## src/rtl/core/rplr_pkg.sv

```systemverilog
`default_nettype none
// ----------------------------------------------------------------------------
// rplr_pkg
// Shared widths, constants, types and the arctangent table for the linear
// phase ramp rotator.
// ----------------------------------------------------------------------------
package rplr_pkg;

    localparam int SAMPLE_BITS    = 16;
    localparam int LINE_IDX_W     = 10;
    localparam int LINE_CNT_W     = 11;
    localparam int PHASE_W        = 32;
    localparam int POS_W          = LINE_CNT_W + 1;
    localparam int GUARD_BITS     = 14;
    localparam int XY_W           = SAMPLE_BITS + GUARD_BITS + 2;
    localparam int Z_W            = PHASE_W;
    localparam int CORDIC_STEPS   = 28;
    localparam int STEP_W         = 5;
    localparam int INV_GAIN_W     = 31;
    localparam int PRESCALE_SHIFT = 30 - GUARD_BITS;
    localparam int PROD_W         = SAMPLE_BITS + INV_GAIN_W;
    localparam int CFG_IDX_W      = 1;
    localparam int CFG_DATA_W     = 32;

    localparam logic [INV_GAIN_W-1:0] INV_GAIN_Q30   = INV_GAIN_W'(652032875);
    localparam logic [LINE_CNT_W-1:0] LINE_COUNT_RST = LINE_CNT_W'(1024);
    localparam logic [PHASE_W-1:0]    EIGHTH_TURN    = PHASE_W'(1) << (PHASE_W - 3);
    localparam logic signed [XY_W-1:0] ROUND_HALF    = XY_W'(1) << (GUARD_BITS - 1);
    localparam logic signed [XY_W-1:0] SAT_HI        = XY_W'(2**(SAMPLE_BITS-1) - 1);
    localparam logic signed [XY_W-1:0] SAT_LO        = ~SAT_HI;

    typedef enum logic [CFG_IDX_W-1:0] {
        CFG_PHASE_STEP = 1'b0,
        CFG_LINE_COUNT = 1'b1
    } t_cfg_idx;

    typedef enum logic [1:0] {
        QUAD_0 = 2'd0,
        QUAD_1 = 2'd1,
        QUAD_2 = 2'd2,
        QUAD_3 = 2'd3
    } t_quadrant;

    typedef struct packed {
        logic signed [XY_W-1:0] x;
        logic signed [XY_W-1:0] y;
        logic signed [Z_W-1:0]  z;
    } t_rot_word;

    // atan(2^-i) in 2^-32 turn units
    function automatic logic [Z_W-1:0] turn_atan(input logic [STEP_W-1:0] step);
        logic [Z_W-1:0] v;
        case (step)
            5'd0:    v = 32'h20000000;
            5'd1:    v = 32'h12E4051E;
            5'd2:    v = 32'h09FB385B;
            5'd3:    v = 32'h051111D4;
            5'd4:    v = 32'h028B0D43;
            5'd5:    v = 32'h0145D7E1;
            5'd6:    v = 32'h00A2F61E;
            5'd7:    v = 32'h00517C55;
            5'd8:    v = 32'h0028BE53;
            5'd9:    v = 32'h00145F2F;
            5'd10:   v = 32'h000A2F98;
            5'd11:   v = 32'h000517CC;
            5'd12:   v = 32'h00028BE6;
            5'd13:   v = 32'h000145F3;
            5'd14:   v = 32'h0000A2FA;
            5'd15:   v = 32'h0000517D;
            5'd16:   v = 32'h000028BE;
            5'd17:   v = 32'h0000145F;
            5'd18:   v = 32'h00000A30;
            5'd19:   v = 32'h00000518;
            5'd20:   v = 32'h0000028C;
            5'd21:   v = 32'h00000146;
            5'd22:   v = 32'h000000A3;
            5'd23:   v = 32'h00000051;
            5'd24:   v = 32'h00000029;
            5'd25:   v = 32'h00000014;
            5'd26:   v = 32'h0000000A;
            5'd27:   v = 32'h00000005;
            default: v = '0;
        endcase
        return v;
    endfunction

endpackage
`default_nettype wire

```

## src/rtl/core/rplr_front.sv

```systemverilog
`default_nettype none
// ----------------------------------------------------------------------------
// rplr_front
// Three stages: signed line position, phase multiply and gain prescale,
// quadrant fold with quarter-turn prerotation.
// ----------------------------------------------------------------------------
module rplr_front (
    input  wire logic                                      i_clk,
    input  wire logic                                      i_rst_n,
    input  wire logic        [rplr_pkg::PHASE_W-1:0]       i_phase_step,
    input  wire logic        [rplr_pkg::LINE_CNT_W-1:0]    i_line_count,
    input  wire logic                                      i_valid,
    output      logic                                      o_ready,
    input  wire logic signed [rplr_pkg::SAMPLE_BITS-1:0]   i_re,
    input  wire logic signed [rplr_pkg::SAMPLE_BITS-1:0]   i_im,
    input  wire logic        [rplr_pkg::LINE_IDX_W-1:0]    i_idx,
    output      logic                                      o_valid,
    input  wire logic                                      i_ready,
    output      rplr_pkg::t_rot_word                       o_word
);

    logic en_a, en_b, en_c;

    logic                                       r_va, r_vb, r_vc;
    logic signed [rplr_pkg::SAMPLE_BITS-1:0]    r_a_re, r_a_im;
    logic signed [rplr_pkg::POS_W-1:0]          r_a_pos;
    logic        [rplr_pkg::PHASE_W-1:0]        r_b_ang;
    logic signed [rplr_pkg::XY_W-1:0]           r_b_x, r_b_y;
    rplr_pkg::t_rot_word                        r_c_word;

    logic        [rplr_pkg::LINE_CNT_W-1:0]     idx_ext;
    logic        [rplr_pkg::LINE_CNT_W-1:0]     half;
    logic        [rplr_pkg::POS_W-1:0]          n_pos;

    logic signed [rplr_pkg::PHASE_W+rplr_pkg::POS_W-1:0] prod_ang;
    logic signed [rplr_pkg::PROD_W-1:0]         prod_re, prod_im, sh_re, sh_im;

    logic        [rplr_pkg::PHASE_W-1:0]        ang_rnd, resid;
    rplr_pkg::t_quadrant                        quad;
    rplr_pkg::t_rot_word                        n_word;

    assign en_c    = !r_vc || i_ready;
    assign en_b    = !r_vb || en_c;
    assign en_a    = !r_va || en_b;
    assign o_ready = en_a;
    assign o_valid = r_vc;
    assign o_word  = r_c_word;

    // signed line position
    always_comb begin
        idx_ext = {1'b0, i_idx};
        half    = {1'b0, i_line_count[rplr_pkg::LINE_CNT_W-1:1]};
        if (idx_ext < half) begin
            n_pos = {1'b0, idx_ext};
        end else begin
            n_pos = {1'b0, idx_ext} - {1'b0, i_line_count};
        end
    end

    // phase angle and prescale by inverse gain
    always_comb begin
        prod_ang = $signed(i_phase_step) * r_a_pos;
        prod_re  = r_a_re * $signed(rplr_pkg::INV_GAIN_Q30);
        prod_im  = r_a_im * $signed(rplr_pkg::INV_GAIN_Q30);
        sh_re    = prod_re >>> rplr_pkg::PRESCALE_SHIFT;
        sh_im    = prod_im >>> rplr_pkg::PRESCALE_SHIFT;
    end

    // quadrant fold and prerotation
    always_comb begin
        ang_rnd  = r_b_ang + rplr_pkg::EIGHTH_TURN;
        quad     = rplr_pkg::t_quadrant'(ang_rnd[rplr_pkg::PHASE_W-1 -: 2]);
        resid    = r_b_ang - {ang_rnd[rplr_pkg::PHASE_W-1 -: 2],
                              {(rplr_pkg::PHASE_W-2){1'b0}}};
        n_word.z = $signed(resid);
        case (quad)
            rplr_pkg::QUAD_1: begin
                n_word.x = -r_b_y;
                n_word.y = r_b_x;
            end
            rplr_pkg::QUAD_2: begin
                n_word.x = -r_b_x;
                n_word.y = -r_b_y;
            end
            rplr_pkg::QUAD_3: begin
                n_word.x = r_b_y;
                n_word.y = -r_b_x;
            end
            default: begin
                n_word.x = r_b_x;
                n_word.y = r_b_y;
            end
        endcase
    end

    always_ff @(posedge i_clk) begin
        if (!i_rst_n) begin
            r_va <= 1'b0;
            r_vb <= 1'b0;
            r_vc <= 1'b0;
        end else begin
            if (en_a) begin
                r_va <= i_valid;
            end
            if (en_b) begin
                r_vb <= r_va;
            end
            if (en_c) begin
                r_vc <= r_vb;
            end
        end
    end

    always_ff @(posedge i_clk) begin
        if (en_a) begin
            r_a_re  <= i_re;
            r_a_im  <= i_im;
            r_a_pos <= $signed(n_pos);
        end
        if (en_b) begin
            r_b_ang <= prod_ang[rplr_pkg::PHASE_W-1:0];
            r_b_x   <= sh_re[rplr_pkg::XY_W-1:0];
            r_b_y   <= sh_im[rplr_pkg::XY_W-1:0];
        end
        if (en_c) begin
            r_c_word <= n_word;
        end
    end

endmodule
`default_nettype wire

```

## config.mk

```make
export PLATFORM = sky130hd
export DESIGN_NAME = rplr_front
export DESIGN_NICKNAME = d
export VERILOG_FILES = /design/src/rtl/core/rplr_pkg.sv /design/src/rtl/core/rplr_front.sv
export SDC_FILE = /design/constraint.sdc
export NUM_CORES = 2
export LEC_CHECK = 0
export BUFFER_PORTS_ARGS = -buffer_cell sky130_fd_sc_hd__buf_2
export CAP_MARGIN = 10
export CORE_ASPECT_RATIO = 0.6
export CORE_UTILIZATION = 40
export CTS_BUF_LIST = sky130_fd_sc_hd__clkbuf_4 sky130_fd_sc_hd__clkbuf_8 sky130_fd_sc_hd__clkbuf_16
export CTS_CLUSTER_SIZE = 28
export DETAILED_ROUTE_END_ITERATION = 7
export GPL_TIMING_DRIVEN = 1
export REMOVE_ABC_BUFFERS = 1
export SYNTH_ARGS = -nofsm -noshare
export SYNTH_HDL_FRONTEND = slang
export SYNTH_SLANG_ARGS = --single-unit
```

## constraint.sdc

```tcl
create_clock -name i_clk -period 9.2 [get_ports i_clk]
set_input_delay 1.84 -clock i_clk [delete_from_list [all_inputs] [get_ports i_clk]]
set_output_delay 1.84 -clock i_clk [all_outputs]
set_load 0.05 [all_outputs]
```

==> results by group <==
STA
  • Hold WS: ~0.37 ns
  • Setup Total Neg Slack: 0 ns
  • Slew HR: 21.4%
  • Count of pins over their slew limit: 0
  • Highest achievable clock rate: between 100 and 150 MHz
  • Final-report setup violation count: 0
  • Part of the cycle the worst path needs: 80.5%
  • Tmin final: around 7.4 ns
  • Final worst clock skew: between 0.06 and 0.07 ns
  • Number of failing hold endpoints at the final stage: 0
  • RSZ-0062 raised after global routing: no
  • Transition time at the pin with the least slew margin: 1.17 ns

Placement
  • Total half-perimeter wirelength after legalization and detailed placement: about 79000 µm
  • Routability cong.: roughly 0.96
  • Number of port buffers: between 150 and 200
  • Dpl cell area: around 0.038 mm²

Outcome
  • Status: finished clean

Setup path
  • Element type at the critical path start: flop
  • Depth of the worst register-to-register path: 20
  • Type of destination of the critical path: flop
  • Launching element of the worst setup path: r_a_im[1]
  • Worst Path Required: 9.51 ns
  • Crit Path Category: flop to flop
  • Data arrival at the endpoint of the critical path: 7.72 ns
  • Reg2Reg Setup Slack: roughly 1.8 ns
  • Crit Reg-Reg Endpoint: r_b_y[25]
  • Launch point of the worst reg-to-reg path: r_a_im[1]
  • CP max FO: 6

CTS
  • CTS root buf: sky130_fd_sc_hd__clkbuf_16
  • Clock-pin slew on the worst setup and hold paths: 0.08 ns
  • H-tree depth: 1
  • CTS Buf Count: 28
  • Clock Tree Buf Depth: 3
  • Insertion delay of the later-clocked pin in the worst-skew pair: about 0.64 ns
  • Clock sink count: 237
  • # hold bufs at CTS: 0
  • Post CTS Setup Buffer Count: 0
  • CTS-repair resized insts: 0
  • CTS tree: done

Global routing
  • Wire length of the first global-routing pass: ~140000 µm
  • Largest net degree at the start of global routing: 76
  • Overall Global Routing Usage: 20.9%
  • Number of antenna violations at the first check in global routing: 6
  • Number of global-route vias before repair: around 23k
  • Aggregate global routing overflow: 0

Synthesis
  • Most used flip-flop cell after synthesis: sky130_fd_sc_hd__edfxtp_1
  • Flops & latches, synth: ~240
  • EDFF count, synth: about 230
  • Most frequent cell after synthesis: sky130_fd_sc_hd__inv_1
  • Warnings, synthesis: 0
  • Area fraction in and, or, nand and nor cells after synthesis: 9.55%
  • Dominant combinational cell family by area after synthesis: adder cells
  • Post-synthesis cell area: between 0.03 and 0.04 mm²
  • Post-Synthesis Mean Instance Area: 10.2 µm²
  • Commonest cells post-synth: sky130_fd_sc_hd__inv_1 (866), sky130_fd_sc_hd__fa_1 (615), sky130_fd_sc_hd__ha_1 (427)
  • Biggest area contributors in the synthesized netlist: sky130_fd_sc_hd__fa_1 (35%), sky130_fd_sc_hd__edfxtp_1 (20%), sky130_fd_sc_hd__ha_1 (15%)
  • Sequential cell area fraction in the yosys report: 19.9%
  • Complex-gate fraction of the synthesized area: 5.97%
  • FFs w/ async S/R, synth: 0%
  • Adder-cell share of the synthesized area: between 40% and 50%
  • Gate count of the mapped netlist: 3494
  • Unique masters post-synth: 65
  • Dominant cell type by area after synthesis: sky130_fd_sc_hd__fa_1
  • Multiplexer fraction of the synthesized cell area: less than 1%
  • Area fraction of the dominant cell type after synthesis: about 35%
  • Xor/xnor cell area share of the yosys netlist: approximately 4.7%

Detailed routing
  • Residual DRC count: 0
  • Aggregate routed wire length: just over 90000 µm
  • Antenna violation net count after detailed routing: 0
  • First drt pass iteration count: 5
  • Initial DRC Count: approximately 1.6k
  • DR vias/cell: 4.94
  • Vias after detailed routing: around 24k
  • Average detailed-routed wire length per instance: ~19 µm

Worst hold path
  • Hold depth: 0
  • Hold WC Path Type: flop to flop
  • Min-Delay Startpoint: r_b_ang[3]
  • Min-Delay Endpoint: o_word[3]

Finish
  • Area growth from synthesis to final layout: 9.19%
  • Post-route standard cell area excluding fillers: roughly 0.039 mm²
  • Post-layout net count: approximately 4.8k
  • Fraction of final layout cells with drive strength greater than 1: ~7.7%

Floorplan
  • Area enclosed by the die boundary: about 0.090 mm²
  • Die height: approximately 230 µm
  • Initial Utilization: roughly two fifths
  • Overall die width: between 300 and 400 µm
  • Ports: ~190
  • Area of the core region: around 0.088 mm²
  • Row count: 84

Run
  • Max Cap Violations: 0
## placed cells by master, fill, tap and decap left out, drive strengths merged, types with 5 or more instances in the layout
master / instances
or2: 8
nor4: 13
a211o: 7
or3: 11
fa: 615
nor2b: 19
o31ai: 9
buf: 204
nand3: 19
and3: 12
a21oi: 124
a21o: 33
edfxtp: 234
xor2: 64
xnor2: 129
bufinv: 5
mux2i: 6
clkbuf: 33
a211oi: 11
a31oi: 12
ha: 427
nand2: 306
and2: 102
nand2b: 32
o21a: 15
clkinv: 11
o21bai: 11
or4: 7
o21ai: 94
nor2: 142
inv: 869
a21boi: 9
nor3: 22
## state kept, by name, summed over array words and instances, names as in the netlist
| name | count |
|---|---|
| o_valid | 1 |
| o_word | 96 |
| r_a_im | 16 |
| r_a_pos | 12 |
| r_a_re | 16 |
| r_b_ang | 32 |
| r_b_x | 31 |
| r_b_y | 31 |
| r_va | 1 |
| r_vb | 1 |
## metal layers
layer  vias up  GRT usage (%)  wire, µm
li1      11165              -         -
met1     11899           34.5     48400
met2       722           26.5     34700
met3        57           6.07      8580
met4         0           3.04      1260
met5         -              0         0
## how the worst max path moves through the flow
stage                   to  slack [ns]
2_1_floorplan  r_b_ang[30]        2.47
3_3_place_gp   r_b_ang[29]        1.53
3_5_place_dp   r_b_ang[29]        1.48
4_1_cts          r_b_y[25]        1.89
5_1_grt          r_b_y[25]        1.52
6_report         r_b_y[25]        1.79
## kinds of logic (layout without fill, tap and decap cells)
group                    count (synthesis)  in the layout
adder cells (fa/ha/maj)               1042           1042
buffers and inverters                  949           1122
AND/OR/NAND/NOR                        715            715
AO/OA/AOI/OAI                          350            350
flip-flops                             237            237
XOR/XNOR                               193            193
multiplexers                             8              8
other                                    0              2
## per-stage QoR
stage               instances  utilization [%]  worst slack (ns)
finish                   4830             44.3              1.79
global route             4829             44.3              1.52
detailed placement       4776             43.1              1.48
global placement         4776             43.1              1.53
floorplan                3411                -              2.47
CTS                      4828             44.3              1.89
## worst max-delay path, stage by stage (launching register included)
cell                       delay, ns
sky130_fd_sc_hd__edfxtp_1       0.58
sky130_fd_sc_hd__ha_1           0.51
sky130_fd_sc_hd__inv_1          0.13
sky130_fd_sc_hd__fa_1           0.61
sky130_fd_sc_hd__inv_1          0.14
sky130_fd_sc_hd__fa_1           0.48
sky130_fd_sc_hd__fa_1           0.55
sky130_fd_sc_hd__fa_1           0.52
sky130_fd_sc_hd__inv_1          0.06
sky130_fd_sc_hd__fa_1           0.49
sky130_fd_sc_hd__inv_1          0.04
sky130_fd_sc_hd__ha_1           0.30
sky130_fd_sc_hd__a21oi_1        0.19
sky130_fd_sc_hd__nand2b_1       0.08
sky130_fd_sc_hd__o31ai_1        0.93
sky130_fd_sc_hd__a21oi_1        0.25
sky130_fd_sc_hd__a21oi_1        0.43
sky130_fd_sc_hd__o31ai_1        0.24
sky130_fd_sc_hd__a31oi_1        0.22
sky130_fd_sc_hd__mux2i_1        0.21
sky130_fd_sc_hd__o221ai_1       0.12
## area by class of cell
class / instances / area [µm²]
clock buffer: 33 / 756
clock inverter: 19 / 245
multi-input combinational: 2308 / 25000
fill: 8383 / 49000
sequential: 237 / 7090
tap: 1161 / 1450
inverter: 866 / 3250
timing repair buffer: 204 / 1070
antenna: 2 / 5.00
Power is left out: the tool's default activity adds up to more than one toggle a clock period on the data nets, which glitch-free logic cannot reach.
