<file path="src/rtl/core/rplr_pkg.sv">
`default_nettype none
// ----------------------------------------------------------------------------
// rplr_pkg
// Shared widths, constants, types and the arctangent table for the linear
// phase ramp rotator.
// ----------------------------------------------------------------------------
package rplr_pkg;

    localparam int SAMPLE_BITS    = 16;
    localparam int LINE_IDX_W     = 10;
    localparam int LINE_CNT_W     = 11;
    localparam int PHASE_W        = 32;
    localparam int POS_W          = LINE_CNT_W + 1;
    localparam int GUARD_BITS     = 14;
    localparam int XY_W           = SAMPLE_BITS + GUARD_BITS + 2;
    localparam int Z_W            = PHASE_W;
    localparam int CORDIC_STEPS   = 28;
    localparam int STEP_W         = 5;
    localparam int INV_GAIN_W     = 31;
    localparam int PRESCALE_SHIFT = 30 - GUARD_BITS;
    localparam int PROD_W         = SAMPLE_BITS + INV_GAIN_W;
    localparam int CFG_IDX_W      = 1;
    localparam int CFG_DATA_W     = 32;

    localparam logic [INV_GAIN_W-1:0] INV_GAIN_Q30   = INV_GAIN_W'(652032875);
    localparam logic [LINE_CNT_W-1:0] LINE_COUNT_RST = LINE_CNT_W'(1024);
    localparam logic [PHASE_W-1:0]    EIGHTH_TURN    = PHASE_W'(1) << (PHASE_W - 3);
    localparam logic signed [XY_W-1:0] ROUND_HALF    = XY_W'(1) << (GUARD_BITS - 1);
    localparam logic signed [XY_W-1:0] SAT_HI        = XY_W'(2**(SAMPLE_BITS-1) - 1);
    localparam logic signed [XY_W-1:0] SAT_LO        = ~SAT_HI;

    typedef enum logic [CFG_IDX_W-1:0] {
        CFG_PHASE_STEP = 1'b0,
        CFG_LINE_COUNT = 1'b1
    } t_cfg_idx;

    typedef enum logic [1:0] {
        QUAD_0 = 2'd0,
        QUAD_1 = 2'd1,
        QUAD_2 = 2'd2,
        QUAD_3 = 2'd3
    } t_quadrant;

    typedef struct packed {
        logic signed [XY_W-1:0] x;
        logic signed [XY_W-1:0] y;
        logic signed [Z_W-1:0]  z;
    } t_rot_word;

    // atan(2^-i) in 2^-32 turn units
    function automatic logic [Z_W-1:0] turn_atan(input logic [STEP_W-1:0] step);
        logic [Z_W-1:0] v;
        case (step)
            5'd0:    v = 32'h20000000;
            5'd1:    v = 32'h12E4051E;
            5'd2:    v = 32'h09FB385B;
            5'd3:    v = 32'h051111D4;
            5'd4:    v = 32'h028B0D43;
            5'd5:    v = 32'h0145D7E1;
            5'd6:    v = 32'h00A2F61E;
            5'd7:    v = 32'h00517C55;
            5'd8:    v = 32'h0028BE53;
            5'd9:    v = 32'h00145F2F;
            5'd10:   v = 32'h000A2F98;
            5'd11:   v = 32'h000517CC;
            5'd12:   v = 32'h00028BE6;
            5'd13:   v = 32'h000145F3;
            5'd14:   v = 32'h0000A2FA;
            5'd15:   v = 32'h0000517D;
            5'd16:   v = 32'h000028BE;
            5'd17:   v = 32'h0000145F;
            5'd18:   v = 32'h00000A30;
            5'd19:   v = 32'h00000518;
            5'd20:   v = 32'h0000028C;
            5'd21:   v = 32'h00000146;
            5'd22:   v = 32'h000000A3;
            5'd23:   v = 32'h00000051;
            5'd24:   v = 32'h00000029;
            5'd25:   v = 32'h00000014;
            5'd26:   v = 32'h0000000A;
            5'd27:   v = 32'h00000005;
            default: v = '0;
        endcase
        return v;
    endfunction

endpackage
`default_nettype wire

</file>
<file path="src/rtl/core/rplr_round_sat.sv">
`default_nettype none
// ----------------------------------------------------------------------------
// rplr_round_sat
// Drops the guard bits with round-half-up, saturates to the sample range
// and holds the result word in the output register.
// ----------------------------------------------------------------------------
module rplr_round_sat (
    input  wire logic                                      i_clk,
    input  wire logic                                      i_rst_n,
    input  wire logic                                      i_valid,
    output      logic                                      o_ready,
    input  wire rplr_pkg::t_rot_word                       i_word,
    output      logic                                      o_valid,
    input  wire logic                                      i_ready,
    output      logic signed [rplr_pkg::SAMPLE_BITS-1:0]   o_re,
    output      logic signed [rplr_pkg::SAMPLE_BITS-1:0]   o_im
);

    logic                                       en;
    logic                                       r_v;
    logic signed [rplr_pkg::SAMPLE_BITS-1:0]    r_re, r_im;
    logic signed [rplr_pkg::XY_W-1:0]           rnd_re, rnd_im;
    logic signed [rplr_pkg::SAMPLE_BITS-1:0]    n_re, n_im;

    assign en      = !r_v || i_ready;
    assign o_ready = en;
    assign o_valid = r_v;
    assign o_re    = r_re;
    assign o_im    = r_im;

    always_comb begin
        rnd_re = (i_word.x + rplr_pkg::ROUND_HALF) >>> rplr_pkg::GUARD_BITS;
        rnd_im = (i_word.y + rplr_pkg::ROUND_HALF) >>> rplr_pkg::GUARD_BITS;
        if (rnd_re > rplr_pkg::SAT_HI) begin
            n_re = rplr_pkg::SAT_HI[rplr_pkg::SAMPLE_BITS-1:0];
        end else if (rnd_re < rplr_pkg::SAT_LO) begin
            n_re = rplr_pkg::SAT_LO[rplr_pkg::SAMPLE_BITS-1:0];
        end else begin
            n_re = rnd_re[rplr_pkg::SAMPLE_BITS-1:0];
        end
        if (rnd_im > rplr_pkg::SAT_HI) begin
            n_im = rplr_pkg::SAT_HI[rplr_pkg::SAMPLE_BITS-1:0];
        end else if (rnd_im < rplr_pkg::SAT_LO) begin
            n_im = rplr_pkg::SAT_LO[rplr_pkg::SAMPLE_BITS-1:0];
        end else begin
            n_im = rnd_im[rplr_pkg::SAMPLE_BITS-1:0];
        end
    end

    always_ff @(posedge i_clk) begin
        if (!i_rst_n) begin
            r_v <= 1'b0;
        end else if (en) begin
            r_v <= i_valid;
        end
    end

    always_ff @(posedge i_clk) begin
        if (en) begin
            r_re <= n_re;
            r_im <= n_im;
        end
    end

endmodule
`default_nettype wire

</file>
<file path="config.mk">
export PLATFORM = sky130hd
export DESIGN_NAME = rplr_round_sat
export DESIGN_NICKNAME = d
export VERILOG_FILES = /design/src/rtl/core/rplr_pkg.sv /design/src/rtl/core/rplr_round_sat.sv
export SDC_FILE = /design/constraint.sdc
export NUM_CORES = 1
export LEC_CHECK = 0
export ABC_AREA = 1
export BUFFER_PORTS_ARGS = -buffer_cell sky130_fd_sc_hd__buf_2
export CORE_ASPECT_RATIO = 0.6
export CORE_MARGIN = 10
export CORE_UTILIZATION = 35
export CTS_BUF_LIST = sky130_fd_sc_hd__clkbuf_4
export CTS_CLUSTER_DIAMETER = 80
export CTS_CLUSTER_SIZE = 40
export DETAILED_ROUTE_END_ITERATION = 7
export MAX_ROUTING_LAYER = met4
export PLACE_DENSITY = 0.79
export SLEW_MARGIN = 25
export SYNTH_ARGS = -nofsm -noshare
export SYNTH_HDL_FRONTEND = slang
export SYNTH_SLANG_ARGS = --single-unit
export TNS_END_PERCENT = 5
</file>
<file path="constraint.sdc">
create_clock -name i_clk -period 4.1 [get_ports i_clk]
set_input_delay 0.615 -clock i_clk [delete_from_list [all_inputs] [get_ports i_clk]]
set_output_delay 0.615 -clock i_clk [all_outputs]
set_load 0.01 [all_outputs]
</file>
==> reports/results.ini, run 1 <==
[run_status]
status=completed

[yosys]
synthesis.area_mm2=0.00222
synth_area_leaders=edfxtp_1, nand2_1, xor2_1, inv_1, nor2_1
syn_inst=275
syn_area_per_cell_um2=8.07
yosys-top-cells-count=nand2_1, edfxtp_1, inv_1
ys_ff_latch=33
synth_flop_cell=edfxtp_1
synth_most_common_cell=nand2_1
async_flop_share_pct=0
synth.largest_area_cell=edfxtp_1
yosysWarnings=0
synth_edf_count=32
seq_area_frac_synth_pct=44.2
netlist.area_leader.share_pct=43.3
synth_cell_types=25
synth_nets=377

[cts]
clock_latency_ns=0.32
cts_resized=0
path_clk_slew_ns=0.10
cts_setup_buffers=0
clock_path_buffers=2
h-tree-depth=2
clkSinkCount=33
cts_inserted_buffers=5
cts-hold-fix-buffers=0
cts_root_buffer=clkbuf_4
cts_tree=done

[routing]
drt_pass1_iterations=4
vias=1964
postRouteAntennaNets=0
drc_errors=0
vias_per_cell=4.47
post_drt_wl_per_cell_um=13.4
wl_um=5890
dr.first_iter.drc_count=109

[final_layout]
drive_above_1_share_pct=30.1
antennaDiodeCount=0
fin_nets=456
nFillCells=627
final_area_mm2=0.00275
area_delta_synth_final_pct=23.7
fin_util_pct=44.7

[hold_path]
hold_path.class=in -> reg

[critical_path]
critPathKind=in -> reg
crit_start=i_word[46]
reg2reg_setup_slack_ns=2.93
path_cells=buf_2 > ha_1 > nand2_2 > nor2_4 > nand2_2 > o21ai_0 > nand2_1 > o21bai_4 > nand2_1
crit_fanout=15
cp_slowest_cell=o21bai_4
cp.arrival_ns=2.11
cpPeakStageDelay_ns=0.36
startpoint_type=input port
r2r_start=o_valid$_SDFFE_PN0P_
critPathRequiredTime_ns=4.16
worstRegToRegCells=2
crit_end=o_im[7]$_SDFFCE_PN1P_
rr_endpoint=o_re[3]$_SDFFCE_PN1P_
end_kind=register

[job]
cap_violations=0

[placed_design]
place_area_mm2=0.00267
gp_congestion=0.909
hpwlAfterDp_um=4980
portBuffers=75

[floorplan]
core_mm2=0.00614
num_rows=22
die_w_um=123
fp.dieH_um=81.7
io_pins=134
dieArea_mm2=0.0100
start_util_pct=36.2

[global_routing]
met3_usage_pct=3.08
grt_pass1_vias=1836
use_met2_pct=16.2
grt_max_degree=34
grt_first_pass_wirelength_um=9130
top_usage_layer=met1
grt.total_usage_pct=11.9
grtUsageMet1_pct=17.1
antenna_found_initial=0
grt_overflow=0

[sta]
rsz0062_at_grt=false
hold_viol_final=0
slew_viol_final=0
max_freq_mhz=488
worst_slew_pin_slew_ns=0.430
fin_crit_sh_pct=49.9
whs_ns=0.549
fin_setup_tns_ns=0
skew_ns=0.00839
min_period_ns=2.05
slew_headroom_pct=71.3
setup_viol=0

[power]
powerDensity_mw_per_mm2=302
ir_drop_mv=0.196
p_leak_nw=1.36

per-stage QoR:
step           instances  total power [W]  setup WS, ns
2_1_floorplan        275         0.000521          2.08
3_3_place_gp         431         0.000596          1.81
3_5_place_dp         431         0.000600          1.72
4_1_cts              439         0.000840          2.07
5_1_grt              439         0.000882          1.92
6_report             439         0.000829          2.05
cells by family (layout without fill, tap and decap cells):
group                    Yosys count  count (layout)  synth area share, %
flip-flops                        33              33                 44.2
buffers and inverters             35             115                 7.10
AO/OA/AOI/OAI                      7               7                 2.54
AND/OR/NAND/NOR                  170             170                 34.0
XOR/XNOR                          28              28                 11.0
adder cells (fa/ha/maj)            2               2                 1.13
routing by layer:
layer	part of all wire, %	vias to the layer above
met5	0	-
met4	0.58	0
met3	7.5	2
met2	40	73
met1	52	866
li1	-	1023
layout by cell type (no fill, tap or decap), types with 4 or more instances in the layout:
master / Yosys / final
edfxtp_1: 32 / 32
inv_1: 29 / 29
nand2_2: 10 / 10
xor2_1: 19 / 19
nand3_1: 8 / 8
nor2_1: 23 / 23
nand4_1: 5 / 5
nor2_2: 4 / 4
nand2_1: 109 / 109
clkbuf_4: 0 / 6
xnor2_1: 9 / 9
buf_2: 0 / 75
state kept, by name, summed over array words and instances, names as in the netlist:
register,count
o_re,16
o_im,16
o_valid,1
how the worst min path moves through the flow:
| stage | startpoint | to | slack [ns] | depth (start not counted) |
|---|---|---|---|---|
| 6_report | i_rst_n | o_valid$_SDFFE_PN0P_ | 0.55 | 2 |
| 5_1_grt | i_rst_n | o_valid$_SDFFE_PN0P_ | 0.51 | 2 |
| 4_1_cts | i_rst_n | o_valid$_SDFFE_PN0P_ | 0.53 | 2 |
| 3_5_place_dp | o_valid$_SDFFE_PN0P_ | o_im[2]$_SDFFCE_PN1P_ | 0.88 | 2 |
| 3_3_place_gp | i_valid | o_valid$_SDFFE_PN0P_ | 0.86 | 3 |
| 2_1_floorplan | i_valid | o_valid$_SDFFE_PN0P_ | 0.76 | 2 |
power by group:
part	internal, W	switching, W
combinational	0.0000663	0.000108
sequential	0.000408	0.00000862
clock	0.000134	0.000105
final cells by class:
cell class                 instances  area, µm²  share of cell area [%]
sequential                        33        981                    35.7
clock buffer                       6       45.0                    1.64
timing repair buffer              76        383                    13.9
tap                               84        105                    3.83
inverter                          31        116                    4.24
multi-input combinational        207       1080                    39.4
clock inverter                     2       33.8                    1.23
worst max-delay path: cells and delay by family:
family                   cells  cell delay [ns]
adder cells (fa/ha/maj)      1             0.20
buffers and inverters        1             0.11
AO/OA/AOI/OAI                2             0.54
AND/OR/NAND/NOR              5             0.62
Power figures use the tool's default switching activity.
==> run 2: changes to the inputs <==
- PLACE_DENSITY: 0.79 -> 0.82
- clock period: 4.1 -> 1.7 ns (I/O delays scaled with it)
==> run 2 against run 1 <==
Clock skew shrank 0.0011 ns. Non-clock buffer count increased by 29. Final area up 8.1%. Critical path type unchanged.
==> reports/results.ini, run 2 (same netlist as run 1, synthesis figures left out) <==
[run_status]
status=completed  ; unchanged

[sta]
hold_viol_final=0  ; unchanged
slew_viol_final=0  ; unchanged
setup_viol=0  ; unchanged
skew_ns=0.00733  ; was 0.00839 ns
whs_ns=0.178  ; was 0.549 ns
rsz0062_at_grt=false  ; unchanged
slew_headroom_pct=77.7  ; was 71.3%
worst_slew_pin_slew_ns=0.333  ; was 0.430 ns
fin_crit_sh_pct=92.9
fin_setup_tns_ns=0  ; unchanged
min_period_ns=1.58
max_freq_mhz=633

[cts]
clkSinkCount=33  ; unchanged
h-tree-depth=2  ; unchanged
clock_latency_ns=0.31  ; was 0.32 ns
path_clk_slew_ns=0.10  ; about the same
clock_path_buffers=2  ; unchanged
cts_root_buffer=clkbuf_4  ; unchanged
cts_tree=done  ; unchanged
cts_inserted_buffers=5  ; unchanged

[critical_path]
startpoint_type=input port  ; unchanged
crit_fanout=15  ; unchanged
end_kind=register  ; unchanged
critPathKind=in -> reg  ; unchanged
cp.arrival_ns=1.66  ; was 2.11 ns
critPathRequiredTime_ns=1.78  ; was 4.16 ns

[floorplan]
num_rows=22  ; unchanged
fp.dieH_um=81.7  ; unchanged
core_mm2=0.00614  ; unchanged
die_w_um=123  ; unchanged
start_util_pct=36.2  ; unchanged
dieArea_mm2=0.0100  ; unchanged
io_pins=134  ; unchanged

[routing]
drc_errors=0  ; unchanged
vias_per_cell=4.44  ; was 4.47
postRouteAntennaNets=0  ; unchanged
drt_pass1_iterations=4  ; unchanged
wl_um=6040  ; was 5890 µm
dr.first_iter.drc_count=80  ; was 109
vias=2084  ; was 1964
post_drt_wl_per_cell_um=12.9  ; was 13.4 µm

[final_layout]
fin_nets=485  ; was 456
nFillCells=624  ; was 627
fin_util_pct=48.3  ; was 44.7%
area_delta_synth_final_pct=33.7  ; was 23.7%
final_common_cell=nand2_1  ; unchanged
drive_above_1_share_pct=35.2  ; was 30.1%
layout_common_cells=nand2_1, buf_2, edfxtp_1, inv_1, buf_4  ; was nand2_1, buf_2, edfxtp_1, inv_1, nor2_1

[placed_design]
portBuffers=75  ; unchanged
gp_congestion=0.903  ; was 0.909
hpwlAfterDp_um=5110  ; was 4980 µm

[job]
cap_violations=0  ; unchanged

[power]
p_leak_nw=1.49  ; was 1.36 nW
ir_drop_mv=0.338  ; was 0.196 mV
fin_total_pwr_w=0.00188  ; was 0.000829 W
powerDensity_mw_per_mm2=635  ; was 302 mW/mm²

[global_routing]
grt_overflow=0  ; unchanged
grt_first_pass_wirelength_um=9740  ; was 9130 µm
antenna_found_initial=1  ; was 0
grt.total_usage_pct=12.5  ; was 11.9%
grt_max_degree=17  ; was 34
grt_pass1_vias=1998  ; was 1836

[hold_path]
hold_path.class=in -> reg  ; unchanged

run 2: changes by cell type in the layout (fill, tap and decap cells not counted), sizes merged:
cell	previous run	this run
buf	76	105
diode	0	2
bufinv	1	0
run 2: path summary, 6_finish.rpt:
check | from | end | slack, ns | cells after the start
max | i_word[77] | o_re[9]$_SDFFCE_PN1P_ | 0.12 | 12
min | i_valid | o_valid$_SDFFE_PN0P_ | 0.18 | 3
max reg2reg | o_valid$_SDFFE_PN0P_ | o_re[15]$_SDFFCE_PN0P_ | 0.49 | 2
min reg2reg | o_valid$_SDFFE_PN0P_ | o_valid$_SDFFE_PN0P_ | 0.76 | 2
run 2: layout make-up:
type                    instances  area, µm²  area share, %
diodes                          2       5.00          0.169
clock buffers                   6       45.0           1.52
clock inverters                 1       3.75          0.126
inverters                      31        116           3.92
multi-input cells             207       1090           36.6
flip-flops and latches         33        981           33.1
well taps                      84        105           3.54
repair buffers                105        626           21.1
run 2: metal layers:
layer | global-route usage (%) | vias to the layer above | part of all wire, %
met1 | 17.0 | 923 | 50
met4 | 1.76 | 0 | 0.26
met3 | 4.38 | 2 | 8.3
met5 | - | - | 0
li1 | - | 1081 | -
met2 | 17.7 | 78 | 41
run 2: through the flow:
step	instance area, µm²	worst slack (ns)	instances
global route	2970	0.0284	469
global placement	2910	-0.211	460
floorplan	2220	0.0657	275
CTS	2960	0.113	467
finish	2970	0.120	469
detailed placement	2910	-0.246	460
run 2: timing repair:
item | CTS | global route
resized for setup | 0 | 1
setup endpoints to repair | 0 | 14
buffers inserted | 0 | 0
endpoints found under the hold margin | 0 | 0
hold buffers | 0 | 0
run 2: power breakdown:
| part | internal [W] | switching (W) |
|---|---|---|
| logic | 0.000196 | 0.000268 |
| clock network | 0.000166 | 0.000251 |
| registers | 0.000983 | 0.0000203 |
| total | 0.00135 | 0.000539 |
run 2: worst max-delay path, stage by stage:
cell	delay (ns)
buf_2	0.10
ha_1	0.20
nand3_2	0.14
nor2_2	0.24
nand2_1	0.13
nor2_1	0.10
nand2_1	0.06
nand2_2	0.12
inv_2	0.04
nand2_2	0.08
buf_12	0.14
nand2_1	0.06
