==> src/rtl/core/rplr_pkg.sv <==
`default_nettype none
// ----------------------------------------------------------------------------
// rplr_pkg
// Shared widths, constants, types and the arctangent table for the linear
// phase ramp rotator.
// ----------------------------------------------------------------------------
package rplr_pkg;

    localparam int SAMPLE_BITS    = 16;
    localparam int LINE_IDX_W     = 10;
    localparam int LINE_CNT_W     = 11;
    localparam int PHASE_W        = 32;
    localparam int POS_W          = LINE_CNT_W + 1;
    localparam int GUARD_BITS     = 14;
    localparam int XY_W           = SAMPLE_BITS + GUARD_BITS + 2;
    localparam int Z_W            = PHASE_W;
    localparam int CORDIC_STEPS   = 28;
    localparam int STEP_W         = 5;
    localparam int INV_GAIN_W     = 31;
    localparam int PRESCALE_SHIFT = 30 - GUARD_BITS;
    localparam int PROD_W         = SAMPLE_BITS + INV_GAIN_W;
    localparam int CFG_IDX_W      = 1;
    localparam int CFG_DATA_W     = 32;

    localparam logic [INV_GAIN_W-1:0] INV_GAIN_Q30   = INV_GAIN_W'(652032875);
    localparam logic [LINE_CNT_W-1:0] LINE_COUNT_RST = LINE_CNT_W'(1024);
    localparam logic [PHASE_W-1:0]    EIGHTH_TURN    = PHASE_W'(1) << (PHASE_W - 3);
    localparam logic signed [XY_W-1:0] ROUND_HALF    = XY_W'(1) << (GUARD_BITS - 1);
    localparam logic signed [XY_W-1:0] SAT_HI        = XY_W'(2**(SAMPLE_BITS-1) - 1);
    localparam logic signed [XY_W-1:0] SAT_LO        = ~SAT_HI;

    typedef enum logic [CFG_IDX_W-1:0] {
        CFG_PHASE_STEP = 1'b0,
        CFG_LINE_COUNT = 1'b1
    } t_cfg_idx;

    typedef enum logic [1:0] {
        QUAD_0 = 2'd0,
        QUAD_1 = 2'd1,
        QUAD_2 = 2'd2,
        QUAD_3 = 2'd3
    } t_quadrant;

    typedef struct packed {
        logic signed [XY_W-1:0] x;
        logic signed [XY_W-1:0] y;
        logic signed [Z_W-1:0]  z;
    } t_rot_word;

    // atan(2^-i) in 2^-32 turn units
    function automatic logic [Z_W-1:0] turn_atan(input logic [STEP_W-1:0] step);
        logic [Z_W-1:0] v;
        case (step)
            5'd0:    v = 32'h20000000;
            5'd1:    v = 32'h12E4051E;
            5'd2:    v = 32'h09FB385B;
            5'd3:    v = 32'h051111D4;
            5'd4:    v = 32'h028B0D43;
            5'd5:    v = 32'h0145D7E1;
            5'd6:    v = 32'h00A2F61E;
            5'd7:    v = 32'h00517C55;
            5'd8:    v = 32'h0028BE53;
            5'd9:    v = 32'h00145F2F;
            5'd10:   v = 32'h000A2F98;
            5'd11:   v = 32'h000517CC;
            5'd12:   v = 32'h00028BE6;
            5'd13:   v = 32'h000145F3;
            5'd14:   v = 32'h0000A2FA;
            5'd15:   v = 32'h0000517D;
            5'd16:   v = 32'h000028BE;
            5'd17:   v = 32'h0000145F;
            5'd18:   v = 32'h00000A30;
            5'd19:   v = 32'h00000518;
            5'd20:   v = 32'h0000028C;
            5'd21:   v = 32'h00000146;
            5'd22:   v = 32'h000000A3;
            5'd23:   v = 32'h00000051;
            5'd24:   v = 32'h00000029;
            5'd25:   v = 32'h00000014;
            5'd26:   v = 32'h0000000A;
            5'd27:   v = 32'h00000005;
            default: v = '0;
        endcase
        return v;
    endfunction

endpackage
`default_nettype wire

==> src/rtl/core/rplr_cordic_stage.sv <==
`default_nettype none
// ----------------------------------------------------------------------------
// rplr_cordic_stage
// One registered CORDIC micro-rotation; the step number selects shift and
// arctangent.
// ----------------------------------------------------------------------------
module rplr_cordic_stage (
    input  wire logic                              i_clk,
    input  wire logic                              i_rst_n,
    input  wire logic [rplr_pkg::STEP_W-1:0]       i_step,
    input  wire logic                              i_valid,
    output      logic                              o_ready,
    input  wire rplr_pkg::t_rot_word               i_word,
    output      logic                              o_valid,
    input  wire logic                              i_ready,
    output      rplr_pkg::t_rot_word               o_word
);

    logic                               en;
    logic                               r_v;
    rplr_pkg::t_rot_word                r_word;
    rplr_pkg::t_rot_word                n_word;
    logic signed [rplr_pkg::XY_W-1:0]   dx, dy;
    logic signed [rplr_pkg::Z_W-1:0]    dz;

    assign en      = !r_v || i_ready;
    assign o_ready = en;
    assign o_valid = r_v;
    assign o_word  = r_word;

    always_comb begin
        dx = i_word.y >>> i_step;
        dy = i_word.x >>> i_step;
        dz = $signed(rplr_pkg::turn_atan(i_step));
        if (!i_word.z[rplr_pkg::Z_W-1]) begin
            n_word.x = i_word.x - dx;
            n_word.y = i_word.y + dy;
            n_word.z = i_word.z - dz;
        end else begin
            n_word.x = i_word.x + dx;
            n_word.y = i_word.y - dy;
            n_word.z = i_word.z + dz;
        end
    end

    always_ff @(posedge i_clk) begin
        if (!i_rst_n) begin
            r_v <= 1'b0;
        end else if (en) begin
            r_v <= i_valid;
        end
    end

    always_ff @(posedge i_clk) begin
        if (en) begin
            r_word <= n_word;
        end
    end

endmodule
`default_nettype wire

==> config.mk <==
export PLATFORM = sky130hd
export DESIGN_NAME = rplr_cordic_stage
export DESIGN_NICKNAME = d
export VERILOG_FILES = /design/src/rtl/core/rplr_pkg.sv /design/src/rtl/core/rplr_cordic_stage.sv
export SDC_FILE = /design/constraint.sdc
export NUM_CORES = 1
export LEC_CHECK = 0
export BUFFER_PORTS_ARGS = -buffer_cell sky130_fd_sc_hd__buf_2
export CAP_MARGIN = 20
export CORE_MARGIN = 1
export CORE_UTILIZATION = 30
export CTS_CLUSTER_SIZE = 16
export DETAILED_ROUTE_END_ITERATION = 12
export GPL_TIMING_DRIVEN = 0
export PLACE_DENSITY_LB_ADDON = 0.1
export SETUP_SLACK_MARGIN = 0.02
export SLEW_MARGIN = 40
export SYNTH_ARGS = -nofsm -noshare
export SYNTH_HDL_FRONTEND = slang
export SYNTH_SLANG_ARGS = --single-unit
==> constraint.sdc <==
create_clock -name i_clk -period 7.98 [get_ports i_clk]
set_input_delay 1.197 -clock i_clk [delete_from_list [all_inputs] [get_ports i_clk]]
set_output_delay 1.197 -clock i_clk [all_outputs]
set_load 0.05 [all_outputs]
==> results of run 1 <==
[final timing paths]
kind	start	to	slack, ps	cells after the start
hold reg to reg	o_valid	o_valid	810	2
setup / recovery	i_step[0]	o_word[30]	300	29
setup reg to reg	o_valid	o_word[53]	6700	2
hold / removal	o_valid	o_valid	810	2
[final cells by class]
cell class	count	area, um^2
Fill cell	5040	30900
Multi-Input combinational cell	1417	11200
Antenna cell	1	2.50
Clock inverter	6	66.3
Tap cell	615	769
Clock buffer	10	229
Buffer	84	514
Sequential cell	97	2900
Inverter	40	154
Timing Repair Buffer	207	1100
[stage by stage]
| stage | instances | worst slack [ps] | hold WS (ps) | area [um^2] |
|---|---|---|---|---|
| 6_report | 2477 | 299 | 813 | 16900 |
| 5_1_grt | 2477 | 31.9 | 891 | 16900 |
| 4_1_cts | 2474 | 41.5 | 846 | 16800 |
| 3_5_place_dp | 2460 | -878 | 829 | 16500 |
| 3_3_place_gp | 2458 | -1150 | 1450 | 16400 |
| 2_1_floorplan | 1643 | 1030 | 1340 | 14600 |
[cell families after synthesis]
logic type,synth area share (%)
adder cells (fa/ha/maj),10.3
AND/OR/NAND/NOR,16.1
buffers and inverters,4.39
flip-flops,19.9
XOR/XNOR,10.1
AO/OA/AOI/OAI,22.0
multiplexers,17.2
[routing by layer]
layer	wire length (um)	track usage (%)	vias up
met2	32000	45.0	628
met1	28900	34.9	7149
li1	-	-	6663
met3	4430	4.18	117
met5	0	0	-
met4	3100	12.9	0
[what timing repair did]
| action | 4_1_cts | 5_1_grt |
|---|---|---|
| buffers inserted | 0 | 5 |
| pin swaps | 0 | 2 |
| hold endpoints to repair | 0 | 0 |
| resized for setup | 10 | 28 |
| setup endpoints to repair | 10 | 11 |
[cell usage in the layout (no fill, tap or decap), types with 8 or more instances in the layout]
cell type / Yosys / layout
buf_2: 33 / 228
nor2b_1: 23 / 23
nor2_1: 123 / 121
a221o_1: 8 / 8
ha_1: 115 / 113
a21oi_1: 159 / 158
nand2b_1: 37 / 36
xnor2_1: 102 / 101
mux2_2: 33 / 33
clkbuf_2: 0 / 8
nand4_1: 8 / 8
nand2_1: 148 / 148
or3_1: 10 / 10
xor2_1: 64 / 64
o211ai_1: 14 / 14
a22oi_1: 12 / 12
a31oi_1: 25 / 23
o22ai_1: 10 / 10
clkbuf_1: 31 / 22
a211oi_1: 17 / 16
a21o_1: 41 / 41
mux2i_1: 49 / 49
and2_1: 9 / 9
o21bai_1: 15 / 15
clkbuf_4: 0 / 8
and3_1: 23 / 23
mux4_2: 59 / 59
nor3_1: 31 / 29
mux4_1: 12 / 12
o21ai_0: 89 / 88
edfxtp_1: 96 / 96
clkbuf_16: 0 / 9
nand3_1: 32 / 32
inv_1: 39 / 38
o21a_1: 20 / 20
[where the power goes]
| part | switching, mW | internal, mW |
|---|---|---|
| clock network | 0.228 | 0.245 |
| logic | 1.68 | 0.737 |
| registers | 0.0488 | 0.823 |
| total | 1.96 | 1.80 |
[worst min-delay path, cell delays in order, from the launching register on]
cell and delay [ps]:
dfxtp_1 330, nand2b_4 290, a21boi_0 140
[state kept, by name, indices dropped and copies added (netlist names)]
register / flops
o_valid: 1
o_word: 96
==> flow_metrics.py, run 1 <==
metrics = {
    "synth": {
        "synth_top_area_cell": "edfxtp_1",
        "avgSynthCellArea_um2": 8.89,
        "yosys_most_used_dff": "edfxtp_1",
        "yosysUniqueCellTypes": 96,
        "mappedNetlistArea_um2": 14600,
        "synth_top_area_share_pct": 19.7,
        "synthCells": 1643,
        "synth_warnings": 0,
        "yosys-top-cells-count": "a21oi_1 (159), nand2_1 (148), nor2_1 (123), ha_1 (115), xnor2_1 (102)",
        "synthMostInstantiatedCell": "a21oi_1",
        "synth_area_leaders": "edfxtp_1 (20%), ha_1 (9.8%), mux4_2 (9.1%)",
        "synth-seq-cells": 97,
        "yosysSeqAreaShare_pct": 19.9,
        "synth_edf_count": 96,
        "synth_nets": 1866,
        "ys_async_sr_fraction_pct": 0,
    },
    "sta": {
        "tns_ps": 0,
        "tightest_slew_ps": 951,
        "drv_slew": 0,
        "rsz0062_at_grt": "false",
        "min_period_over_period_pct": 96.3,
        "period_needed_ps": 7680,
        "setup_violations": 0,
        "skew_ps": 6.90,
        "fmax_mhz": 130,
        "hold_viol_final": 0,
        "slew-limit-headroom_pct": 36.6,
    },
    "placement": {
        "portBuffers": 200,
        "gp_congestion": 0.989,
        "dp_hpwl_um": 55000,
    },
    "critical_path": {
        "worst_path_dominant_cell_family": "simple AND/OR/NAND/NOR gates",
        "critPathArrivalTime_ps": 7830,
        "critPathMaxFanout": 10,
        "path_class": "input pin to flip-flop",
        "cp-start-kind": "input pin",
        "crit_path_max_incr_delay_ps": 410,
        "crit_path_top_delay_cell": "or3_1",
        "critPathBufInv": 8,
        "endpoint_kind": "flip-flop",
        "worstPathRequired_ps": 8130,
    },
    "grt": {
        "grt_antenna_before_repair": 2,
        "grt_pass1_wl_um": 98500,
        "grt_pass1_vias": 14300,
        "gr-total-overflow": 0,
        "grt_use_total_pct": 27.3,
        "grt_max_degree": 41,
    },
    "floorplan": {
        "rows": 80,
        "pin_count": 203,
        "dieArea_um2": 49600,
        "start_util_pct": 30.5,
        "fp.dieH_um": 223,
        "core_area_um2": 47800,
        "fp.dieW_um": 223,
    },
    "drt": {
        "drt_pass1_iterations": 5,
        "viasPerCell": 5.88,
        "drtAntennaViolNets": 0,
        "drt-total-wl_um": 68500,
        "route.detailed.drc": 0,
        "drt_iter0_markers": 1123,
        "vias": 14600,
        "wl_per_cell_um": 27.6,
    },
    "worst_hold_path": {
        "hold_path_class": "flip-flop to flip-flop",
    },
    "cts": {
        "hold_buffers": 0,
        "cts_root_buf": "clkbuf_16",
        "clock_latency_ps": 400,
        "clock_sinks": 97,
        "path_clk_slew_ps": 70,
        "cts_max_level": 3,
        "cts_buffers": 9,
        "cts_buffer_depth": 2,
        "cts_tree": "built",
    },
    "power_and_ir_drop": {
        "p_leak_nw": 7.07,
        "power_density_nw_per_um2": 222,
        "p_total_mw": 3.76,
        "ir_drop_mv": 0.161,
    },
    "finish": {
        "finalCoreUtilization_pct": 35.4,
        "drive_above_1_share_pct": 22.5,
        "area.growth.synth_to_final_pct": 16.0,
        "finalNetCount": 2079,
    },
    "flow_run": {
        "drv_cap": 0,
    },
    "run_status": {
        "status": "complete, no violations",
    },
}
No activity file was read; power rests on OpenSTA's default activity.
==> run 2: changes to the inputs <==
==> constraint.sdc (replaced) <==
create_clock -name i_clk -period 7.65 [get_ports i_clk]
set_input_delay 1.1475 -clock i_clk [delete_from_list [all_inputs] [get_ports i_clk]]
set_output_delay 1.1475 -clock i_clk [all_outputs]
set_load 0.05 [all_outputs]
==> run 2 against run 1 <==
Compared with the run above:
- first-iteration DRC count grew 1.6%
- register-to-register slack lost 330 ps
- combinational power grew 5%
- via count grew 0.54%
- wire length grew 0.55%
==> flow_metrics.py, run 2 (same netlist as run 1, synthesis figures left out) <==
metrics = {
    "critical_path": {
        "critPathMaxFanout": 10,
        "crit_path_top_delay_cell": "mux4_2",
        "setup.worst_path.start": "i_step[0]",
        "r2r_start": "o_valid",
        "crit_path_frequent_cell": "buf_12",
        "endpoint_kind": "flip-flop",
        "path_class": "input pin to flip-flop",
        "crit_path_max_incr_delay_ps": 550,
        "critPathArrivalTime_ps": 7560,
        "cp-start-kind": "input pin",
        "worstPathRequired_ps": 7840,
    },
    "cts": {
        "path_clk_slew_ps": 80,
        "cts_max_level": 3,
        "cts_buffer_depth": 2,
        "cts_root_buf": "clkbuf_16",
        "hold_buffers": 0,
        "cts_buffers": 9,
        "clock_latency_ps": 400,
        "clock_sinks": 97,
        "cts_tree": "built",
    },
    "finish": {
        "drive_above_1_share_pct": 23.3,
        "final_cells": 2482,
        "mostFrequentLayoutCell": "buf_2",
        "finalCoreUtilization_pct": 35.7,
        "largest_reg_flops": 96,
        "final_cell_mix": "buf_2 (220), a21oi_1 (158), nand2_1 (148), nor2_1 (121), ha_1 (113)",
        "stdcell_area_um2": 17100,
        "fillerInstances": 5030,
        "finalNetCount": 2084,
        "area.growth.synth_to_final_pct": 16.8,
    },
    "drt": {
        "route.detailed.drc": 0,
        "wl_per_cell_um": 27.7,
        "drt_pass1_iterations": 6,
        "vias": 14600,
        "drt-total-wl_um": 68800,
        "drtAntennaViolNets": 0,
        "viasPerCell": 5.90,
        "drt_iter0_markers": 1141,
    },
    "floorplan": {
        "dieArea_um2": 49600,
        "rows": 80,
        "fp.dieW_um": 223,
        "fp.dieH_um": 223,
        "start_util_pct": 30.5,
        "pin_count": 203,
        "core_area_um2": 47800,
    },
    "grt": {
        "top_usage_layer": "met2",
        "met1_usage_pct": 35.0,
        "grt_pass1_wl_um": 99000,
        "grt_max_degree": 41,
        "use_met2_pct": 45.2,
        "grt_use_total_pct": 27.5,
        "met3_usage_pct": 4.54,
        "grt_pass1_vias": 14300,
        "grt_antenna_before_repair": 2,
        "gr-total-overflow": 0,
    },
    "sta": {
        "tightest_slew_ps": 921,
        "skew_ps": 6.01,
        "rsz0062_at_grt": "true",
        "whs_ps": 813,
        "period_needed_ps": 7370,
        "setup_violations": 0,
        "hold_viol_final": 0,
        "slew-limit-headroom_pct": 38.6,
        "tns_ps": 0,
        "min_period_over_period_pct": 96.4,
        "fmax_mhz": 136,
        "drv_slew": 0,
        "fin_ws_ps": 278,
    },
    "power_and_ir_drop": {
        "power_density_nw_per_um2": 231,
        "p_leak_nw": 7.11,
        "ir_drop_mv": 0.168,
        "p_total_mw": 3.94,
    },
    "run_status": {
        "status": "complete, no violations",
    },
    "placement": {
        "placed_area_um2": 16500,
        "portBuffers": 200,
        "gp_congestion": 0.989,
        "dp_hpwl_um": 55000,
        "dp_cells": 2460,
        "place_ws_ps": -1160,
    },
    "worst_hold_path": {
        "hold_path_class": "flip-flop to flip-flop",
        "hold_start": "o_valid",
    },
    "flow_run": {
        "drv_cap": 0,
    },
}
## run 2: changes by cell type in the layout (fill, tap and decap cells not counted), moves of 2 or more
cell      change
nor3_1        -2
buf_2         -8
clkbuf_4      +6
mux2i_2       +2
buf_6         -2
mux2i_1       -2
buf_4         +7
nor3_2        +2
## run 2: timing repair
| action | CTS | global route |
|---|---|---|
| buffers inserted | 2 | 6 |
| endpoints found under the setup margin | 17 | 18 |
| resized for setup | 28 | 35 |
| pin swaps | 1 | 4 |
| endpoints found under the hold margin | 0 | 0 |
## run 2: final cells by class
| cell class | instances | area, um^2 | area share [%] |
|---|---|---|---|
| clock inverter | 6 | 66.3 | 0.389 |
| multi-input combinational | 1417 | 11200 | 65.9 |
| buffer | 86 | 558 | 3.27 |
| timing repair buffer | 210 | 1130 | 6.63 |
| inverter | 40 | 158 | 0.924 |
| antenna | 1 | 2.50 | 0.0147 |
| clock buffer | 10 | 229 | 1.34 |
| sequential | 97 | 2900 | 17.0 |
| tap | 615 | 769 | 4.51 |
## run 2: layer usage
layer  part of all wire (%)  wire (um)
met2                     47      32300
met3                    6.1       4180
met5                      0          0
met4                    4.3       2950
met1                     43      29400
## run 2: worst max-delay path, delay by kind of cell
| kind | cells | cell delay (ps) |
|---|---|---|
| AOI/OAI and AO/OA | 9 | 1930 |
| xor gates and xnor gates | 1 | 190 |
| muxes | 2 | 870 |
| and+or+nand+nor | 5 | 1480 |
| buffers and inverters | 9 | 1570 |
| adders and majority gates | 1 | 310 |
## run 2: worst paths after layout
kind / endpoint / slack (ps) / depth (start not counted)
setup / recovery: o_word[61] / 280 / 27
hold / removal: o_valid / 810 / 2
setup reg to reg: o_word[56] / 6370 / 2
hold reg to reg: o_valid / 810 / 2
## run 2: where the power goes
part / internal [mW] / switching, mW / leakage (nW)
registers: 0.859 / 0.0510 / 1.00
clock network: 0.255 / 0.237 / 0.147
logic: 0.775 / 1.76 / 5.96
==> run 3: changes to the inputs <==
--- a/config.mk
+++ b/config.mk
@@ -6,13 +6,12 @@
 export NUM_CORES = 1
 export LEC_CHECK = 0
 export BUFFER_PORTS_ARGS = -buffer_cell sky130_fd_sc_hd__buf_2
-export CAP_MARGIN = 20
+export CAP_MARGIN = 0
 export CORE_MARGIN = 1
 export CORE_UTILIZATION = 30
 export CTS_CLUSTER_SIZE = 16
 export DETAILED_ROUTE_END_ITERATION = 12
 export GPL_TIMING_DRIVEN = 0
-export PLACE_DENSITY_LB_ADDON = 0.1
 export SETUP_SLACK_MARGIN = 0.02
 export SLEW_MARGIN = 40
 export SYNTH_ARGS = -nofsm -noshare
==> run 3 against run 2 <==
Compared with the run above:
- setup slack worse by 50 ps
- first-iteration DRC count up 36%
- clock-buffer cell count up 3
- sequential cell count unchanged
- worst hold slack worse by 36 ps
- critical path depth down 1
- critical endpoint unchanged
- largest cell class unchanged
- largest power group unchanged
- highest routed layer unchanged
==> flow_metrics.py, run 3 (same netlist as run 1, synthesis figures left out) <==
metrics = {
    "run_status": {
        "status": "complete, no violations",
    },
    "cts": {
        "cts_root_buf": "clkbuf_16",
        "cts_buffers": 9,
        "cts_tree": "built",
        "clock_sinks": 97,
        "cts_buffer_depth": 2,
        "hold_buffers": 0,
        "cts_max_level": 3,
        "path_clk_slew_ps": 70,
        "clock_latency_ps": 400,
    },
    "finish": {
        "stdcell_area_um2": 17000,
        "area.growth.synth_to_final_pct": 16.6,
        "largest_reg_flops": 96,
        "final_cells": 2484,
        "drive_above_1_share_pct": 23.4,
        "final_cell_mix": "buf_2 (225), a21oi_1 (157), nand2_1 (148), nor2_1 (120), ha_1 (113)",
        "finalCoreUtilization_pct": 35.6,
        "finalNetCount": 2085,
        "mostFrequentLayoutCell": "buf_2",
    },
    "drt": {
        "drt_iter0_markers": 1553,
        "drtAntennaViolNets": 0,
        "route.detailed.drc": 0,
        "drt-total-wl_um": 69700,
        "vias": 14900,
        "viasPerCell": 5.99,
        "wl_per_cell_um": 28.1,
        "drt_pass1_iterations": 5,
    },
    "worst_hold_path": {
        "hold_depth": 2,
        "hold_start": "o_valid",
        "hold_path_class": "flip-flop to flip-flop",
        "holdPathEnd": "o_valid",
    },
    "critical_path": {
        "critPathBufInv": 5,
        "path_class": "input pin to flip-flop",
        "r2r_end": "o_word[54]",
        "worstPathRequired_ps": 7840,
        "cp-start-kind": "input pin",
        "setup.worst_path.start": "i_step[1]",
        "path_depth": 26,
        "r2r_slack_ps": 6400,
        "endpoint_kind": "flip-flop",
        "crit_path_top_delay_cell": "or4_1",
        "crit_path_max_incr_delay_ps": 470,
        "critPathMaxFanout": 10,
        "worst_path_dominant_cell_family": "simple AND/OR/NAND/NOR gates",
        "critPathArrivalTime_ps": 7620,
        "r2r_start": "o_valid",
        "timing.reg2reg.worst_path_depth": 2,
    },
    "grt": {
        "met1_usage_pct": 35.7,
        "gr-total-overflow": 0,
        "grt_pass1_vias": 14500,
        "grt_antenna_before_repair": 1,
        "grt_pass1_wl_um": 100000,
        "met3_usage_pct": 4.85,
        "grt_max_degree": 42,
        "grt_use_total_pct": 28.0,
        "use_met2_pct": 46.3,
        "top_usage_layer": "met2",
    },
    "sta": {
        "skew_ps": 7.72,
        "rsz0062_at_grt": "true",
        "tns_ps": 0,
        "drv_slew": 0,
        "tightest_slew_ps": 929,
        "fmax_mhz": 135,
        "hold_viol_final": 0,
        "fin_ws_ps": 228,
        "min_period_over_period_pct": 97.0,
        "period_needed_ps": 7420,
        "slew-limit-headroom_pct": 38.1,
        "setup_violations": 0,
    },
    "placement": {
        "portBuffers": 200,
        "dp_hpwl_um": 55300,
        "dp_cells": 2461,
        "placed_area_um2": 16500,
        "place_ws_ps": -1060,
        "gp_congestion": 0.995,
    },
    "floorplan": {
        "pin_count": 203,
        "core_area_um2": 47800,
        "fp.dieH_um": 223,
        "start_util_pct": 30.5,
        "rows": 80,
        "dieArea_um2": 49600,
        "fp.dieW_um": 223,
    },
    "flow_run": {
        "drv_cap": 0,
    },
    "power_and_ir_drop": {
        "p_leak_nw": 7.09,
        "power_density_nw_per_um2": 232,
        "ir_drop_mv": 0.153,
    },
}
[run 3: changes by cell type in the layout (fill, tap and decap cells not counted), moves of 2 or more]
cell        previous run  this run
buf_2                220       225
buf_6                  3         5
buf_8                  3         1
clkbuf_8               0         4
clkinv_2               2         0
clkinvlp_4             2         4
inv_6                  2         0
[run 3: through the flow]
step	hold WS, ps	power (mW)
2_1_floorplan	1290	2.77
3_3_place_gp	1390	3.40
3_5_place_dp	796	3.42
4_1_cts	806	3.94
5_1_grt	847	4.15
6_report	777	3.94
[run 3: how the worst max path moves through the flow]
stage,to
after detailed placement,o_word[61]
after CTS,o_word[61]
after floorplan,o_word[30]
after global routing,o_word[30]
after global placement,o_word[30]
final,o_word[61]
[run 3: where the power goes]
group	switching (mW)	internal [mW]	total, mW
clock	0.230	0.256	0.486
combinational	1.77	0.775	2.55
sequential	0.0504	0.859	0.909
total	2.05	1.89	3.94
[run 3: tightest hold or removal path: cells and delay by family (launching register included)]
family / cells / cell delay (ps)
flops: 1 / 340
simple gates: 1 / 260
compound gates: 1 / 130
[run 3: area by class of cell]
type	instances	area (um^2)
fill	4987	30800
multi-input combinational	1417	11200
sequential	97	2900
timing repair buffer	211	1120
tap	615	769
buffer	86	552
clock buffer	13	280
inverter	40	154
clock inverter	3	22.5
antenna	2	5.00
[run 3: repair_timing]
| action | 4_1_cts | 5_1_grt |
|---|---|---|
| hold endpoints to repair | 0 | 0 |
| gates resized for setup | 25 | 30 |
| pin swaps | 1 | 2 |
| buffers inserted | 3 | 5 |
| setup endpoints to repair | 14 | 18 |
[run 3: routing by layer]
layer  share of wire (%)  vias to the layer above  wire (um)
met2                  47                      678      33000
met3                 6.4                      128       4440
met1                  42                     7397      29400
met5                   0                        -          0
met4                 4.2                        0       2910
li1                    -                     6678          -
